## src/rtl/core/bte_pkg.sv

```systemverilog
// Shared types, codes and defaults for the bookmark table edit tracker.
// Used by bookmark_table_edit_tracker_top and bte_adjust; depends on nothing.
package bte_pkg;

   localparam int MARK_ENTRIES_DEF  = 32;
   localparam int POSITION_BITS_DEF = 24;

   localparam int OPCODE_W = 2;
   localparam int LABEL_W  = 8;
   localparam int SEL_W    = 2;
   localparam int STATUS_W = 2;

   typedef enum logic [OPCODE_W-1:0] {
      OP_ADD       = 2'd0,
      OP_GOTO      = 2'd1,
      OP_GOTO_EXT  = 2'd2,
      OP_EDIT      = 2'd3
   } opcode_type;

   typedef enum logic [STATUS_W-1:0] {
      STATUS_OK        = 2'd0,
      STATUS_NOT_FOUND = 2'd1,
      STATUS_FULL      = 2'd2
   } status_type;

   localparam logic [SEL_W-1:0] SEL_NONE  = 2'd0;
   localparam logic [SEL_W-1:0] SEL_PLAIN = 2'd1;
   localparam logic [SEL_W-1:0] SEL_RECT  = 2'd2;
   localparam logic [SEL_W-1:0] SEL_ALT   = 2'd3;

   // fold a..z to A..Z, leave every other byte alone
   function automatic logic [LABEL_W-1:0] fold_label(input logic [LABEL_W-1:0] c);
      logic [LABEL_W-1:0] r;
      r = c;
      if (c >= 8'h61 && c <= 8'h7a) begin
         r = c - 8'h20;
      end
      return r;
   endfunction

endpackage

```

## src/rtl/core/bte_adjust.sv

```systemverilog
// Per-entry position update across one buffer edit (insert and/or delete).
// Depends on bte_pkg for selection codes.
module bte_adjust #(
   parameter int POSITION_BITS = bte_pkg::POSITION_BITS_DEF
) (
   input  logic [bte_pkg::SEL_W-1:0] sel_state,
   input  logic [POSITION_BITS-1:0]  start_pos,
   input  logic [POSITION_BITS-1:0]  end_pos,
   input  logic [POSITION_BITS-1:0]  cursor_pos,
   input  logic [POSITION_BITS-1:0]  edit_pos,
   input  logic [POSITION_BITS-1:0]  inserted_count,
   input  logic [POSITION_BITS-1:0]  deleted_count,
   output logic [bte_pkg::SEL_W-1:0] new_sel_state,
   output logic [POSITION_BITS-1:0]  new_start,
   output logic [POSITION_BITS-1:0]  new_end,
   output logic [POSITION_BITS-1:0]  new_cursor
);
   import bte_pkg::*;

   localparam int PB = POSITION_BITS;

   function automatic logic [PB-1:0] adj(
      input logic [PB-1:0] p,
      input logic [PB-1:0] at,
      input logic [PB-1:0] ins,
      input logic [PB-1:0] del
   );
      logic [PB:0]   lim;
      logic [PB:0]   r;
      logic [PB-1:0] res;
      lim = {1'b0, at} + {1'b0, del};
      r   = {1'b0, p} - {1'b0, del} + {1'b0, ins};
      if (at > p) begin
         res = p;
      end else if (lim <= {1'b0, p}) begin
         res = r[PB] ? {PB{1'b1}} : r[PB-1:0];
      end else begin
         res = at;
      end
      return res;
   endfunction

   logic [PB-1:0] adj_start;
   logic [PB-1:0] adj_end;
   logic          touch_sel;

   assign adj_start = adj(start_pos, edit_pos, inserted_count, deleted_count);
   assign adj_end   = adj(end_pos, edit_pos, inserted_count, deleted_count);
   assign touch_sel = (sel_state != SEL_NONE) && (edit_pos <= end_pos);

   always_comb begin
      new_sel_state = sel_state;
      new_start     = start_pos;
      new_end       = end_pos;
      if (touch_sel) begin
         new_start = adj_start;
         new_end   = adj_end;
         if (adj_end <= adj_start) begin
            new_sel_state = SEL_NONE;
         end
      end
   end

   assign new_cursor = adj(cursor_pos, edit_pos, inserted_count, deleted_count);

endmodule

```

## config.mk

```make
export PLATFORM = sky130hd
export DESIGN_NAME = bte_adjust
export DESIGN_NICKNAME = d
export VERILOG_FILES = /design/src/rtl/core/bte_pkg.sv /design/src/rtl/core/bte_adjust.sv
export SDC_FILE = /design/constraint.sdc
export NUM_CORES = 1
export LEC_CHECK = 0
export ABC_AREA = 1
export BUFFER_PORTS_ARGS = -buffer_cell sky130_fd_sc_hd__clkbuf_2
export CAP_MARGIN = 20
export CORE_ASPECT_RATIO = 1.1
export CORE_MARGIN = 2
export CORE_UTILIZATION = 35
export DETAILED_ROUTE_END_ITERATION = 10
export GPL_ROUTABILITY_DRIVEN = 0
export PLACE_DENSITY = 0.56
export SYNTH_ARGS = -nofsm -noshare
export SYNTH_HDL_FRONTEND = slang
export SYNTH_SLANG_ARGS = --single-unit
```

## constraint.sdc

```tcl
create_clock -name vclk -period 4.6
set_clock_uncertainty 0.15 [all_clocks]
set_input_delay 0.46 -clock vclk [all_inputs]
set_output_delay 0.46 -clock vclk [all_outputs]
set_load 0.02 [all_outputs]
```

==> impl_metrics.csv <==
group,metric,value,unit
pwr,power,6.98,mW
sta,post-route-period-util,1.31,
sta,drv_slew,0,
worst_setup_path,crit_path_start_kind,"input pin",
routing,wire_per_inst,19.9,µm
pwr,p_seq_frac,0,
yosys,syn-instance-count,2583,
yosys,netlist_area,0.0150,mm²
pwr,cellLeakagePower,14.0,nW
sta,fmax,165,MHz
worst_setup_path,arrival,5440,ps
cells_and_area,seq_cells,0,
pwr,peakVddDrop,150,µV
pwr,pwr-share-clk,0,
yosys,synth.yosys.seq_area_share,0,
die,initial_core_util,0.355,
routing,viasPerCell,5.28,
die,dieHeight,221,µm
placement,post-place-ws,-2180,ps
worst_setup_path,crit_required,3990,ps
worst_setup_path,critical_path.max_stage_delay,320,ps
routing,first_pass_iters,6,
yosys,synth_nets,3067,
worst_setup_path,path_class,"in -> out",
grt,grt_pass1_vias,20200,
cells_and_area,finish.utilization,0.582,
sta,fin_crit,6050,ps
worst_setup_path,path_common_cell,"nand2_2",
routing,postRouteAntennaNets,0,
pwr,p_int,3.05,mW
grt,grt.total_usage,0.321,
clock_tree,hold_buffers,0,
sta,setup_slack,-1450,ps
die,dieArea,0.0446,mm²
placement,hpwlAfterDp,65200,µm
status,violations,"negative setup slack",
yosys,synth_cell_types,48,
min_path,hold_path.class,"in -> out",
worst_setup_path,crit_path_end_kind,"output pin",
cells_and_area,layout_common_cells,"nand2_1 (612), buf_4 (513), inv_1 (500)",
cells_and_area,drive_above_1_share,0.379,
cells_and_area,fin_nets,3850,
worst_setup_path,cp-startpoint,"edit_pos[10]",
die,coreArea,0.0423,mm²
sta,rsz0062_at_grt,"yes",
pwr,p_switching,3.93,mW
die,fp.dieW,202,µm
status,status,"complete, but fails checks",
routing,drc_errors,0,
die,ioPinCount,220,
cells_and_area,syn_to_final_growth,63.7,%
sta,hold_viol,0,
grt,grt_max_degree,32,
yosys,yosysTopAreaCell,"ha_1",
grt,overflow,0,
sta,maxSlewHeadroom,0.524,
worst_setup_path,worst-path-max-fanout,8,
sta,setup_violations,73,
pwr,pwr-share-comb,1.000,
cells_and_area,seq_area,0,µm²
job,cap_violations,0,
min_path,min_from,"cursor_pos[11]",
routing,drt_wl_total,78200,µm
pwr,power_switching_share,0.563,
placement,port-buffer-count,220,
die,num_rows,79,
grt,grt_pass1_wl,110000,µm
cells_and_area,layout_commonest_cell,"nand2_1",
sta,tightest_slew,712,ps
routing,vias,20800,
routing,drt-initial-drc-count,1766,
cells_and_area,fill_cells,3990,
yosys,synth.avg_cell_area,5.82,µm²
yosys,synth_area_leaders,"ha_1 (22%), nand2_1 (19%), inv_1 (13%)",
yosys,yosysTopAreaCellShare,0.221,
grt,antenna_found_initial,0,
worst_setup_path,critPathSlowestCell,"ha_1",
yosys,yosysWarnings,0,
cells_and_area,n_clock_buffer,0,
pwr,power.density,284,mW/mm²
synth_stat cells, drive strengths merged:
cell     number
and3          2
a21oi       158
a211oi        6
xor2         58
o21a          6
o21ai        79
nor4b         1
ha          265
a31oi        21
or2           1
nor4          6
o2111ai       1
o211ai        4
clkbuf       15
o21bai       11
a31o          1
a21boi        3
nand2       782
nor2        196
fa           73
nand3       223
o211a         1
xnor2        13
nand4        61
nor3         26
inv         520
nand3b        5
buf          32
a21o          7
and2          6
per-layer routing:
metal,wire length [µm],GRT usage,vias up,share of wire
li1,-,-,9809,-
met1,30000,0.391,9649,0.38
met2,36400,0.552,1013,0.46
met3,5870,0.0364,305,0.075
met4,5950,0.172,0,0.076
met5,0,0,-,0
power by group through the flow:
stage | Combinational (mW) | Sequential [mW] | Clock (mW)
after floorplan | 3.05 | 0 | 0
after global placement | 5.32 | 0 | 0
after detailed placement | 5.40 | 0 | 0
after CTS | 5.85 | 0 | 0
after global routing | 7.46 | 0 | 0
final | 6.98 | 0 | 0.0000000242
worst paths after layout:
path,end,cells after the start
setup / recovery,new_sel_state[1],35
hold / removal,new_cursor[11],4
stage by stage:
step                      hold WS [ps]  instances  TNS, ps  area (µm²)
after floorplan                    909       2583     -868       15100
after global routing              1100       3931   -28470       24600
after detailed placement          1100       3873   -47120       20900
after global placement            1100       3873   -42990       20900
final                             1070       3932   -18540       24600
after CTS                         1100       3901   -18590       22200
cell type report:
cell class	count	area, µm²	share of cell area
Antenna cell	1	2.50	0.000102
Timing Repair Buffer	826	6830	0.278
Multi-Input combinational cell	2018	15100	0.614
Tap cell	567	709	0.0288
Inverter	520	1950	0.0794
logic make-up (layout without fill, tap and decap cells):
| kind of cell | count (synthesis) | after routing | share of synthesized area |
|---|---|---|---|
| XOR/XNOR | 71 | 71 | 0.0414 |
| AO/OA/AOI/OAI | 298 | 298 | 0.109 |
| buffers and inverters | 567 | 1346 | 0.150 |
| AND/OR/NAND/NOR | 1309 | 1311 | 0.382 |
| other | 0 | 1 | 0 |
| adder cells (fa/ha/maj) | 338 | 338 | 0.318 |
critical path, delay by kind of cell:
| kind | cells | cell delay, ps |
|---|---|---|
| AOI/OAI and AO/OA | 8 | 1220 |
| xor gates and xnor gates | 1 | 170 |
| adders and majority gates | 3 | 840 |
| buffers and inverters | 8 | 1040 |
| and+or+nand+nor | 15 | 1700 |
timing repair:
item                                    4_1_cts  5_1_grt
pin swaps                                    79      171
gates cloned                                  2        7
resized for setup                           235      517
buffers inserted                             29       34
endpoints found under the setup margin       74       74
endpoints found under the hold margin         0        0
(Power assumes the default switching activity.)
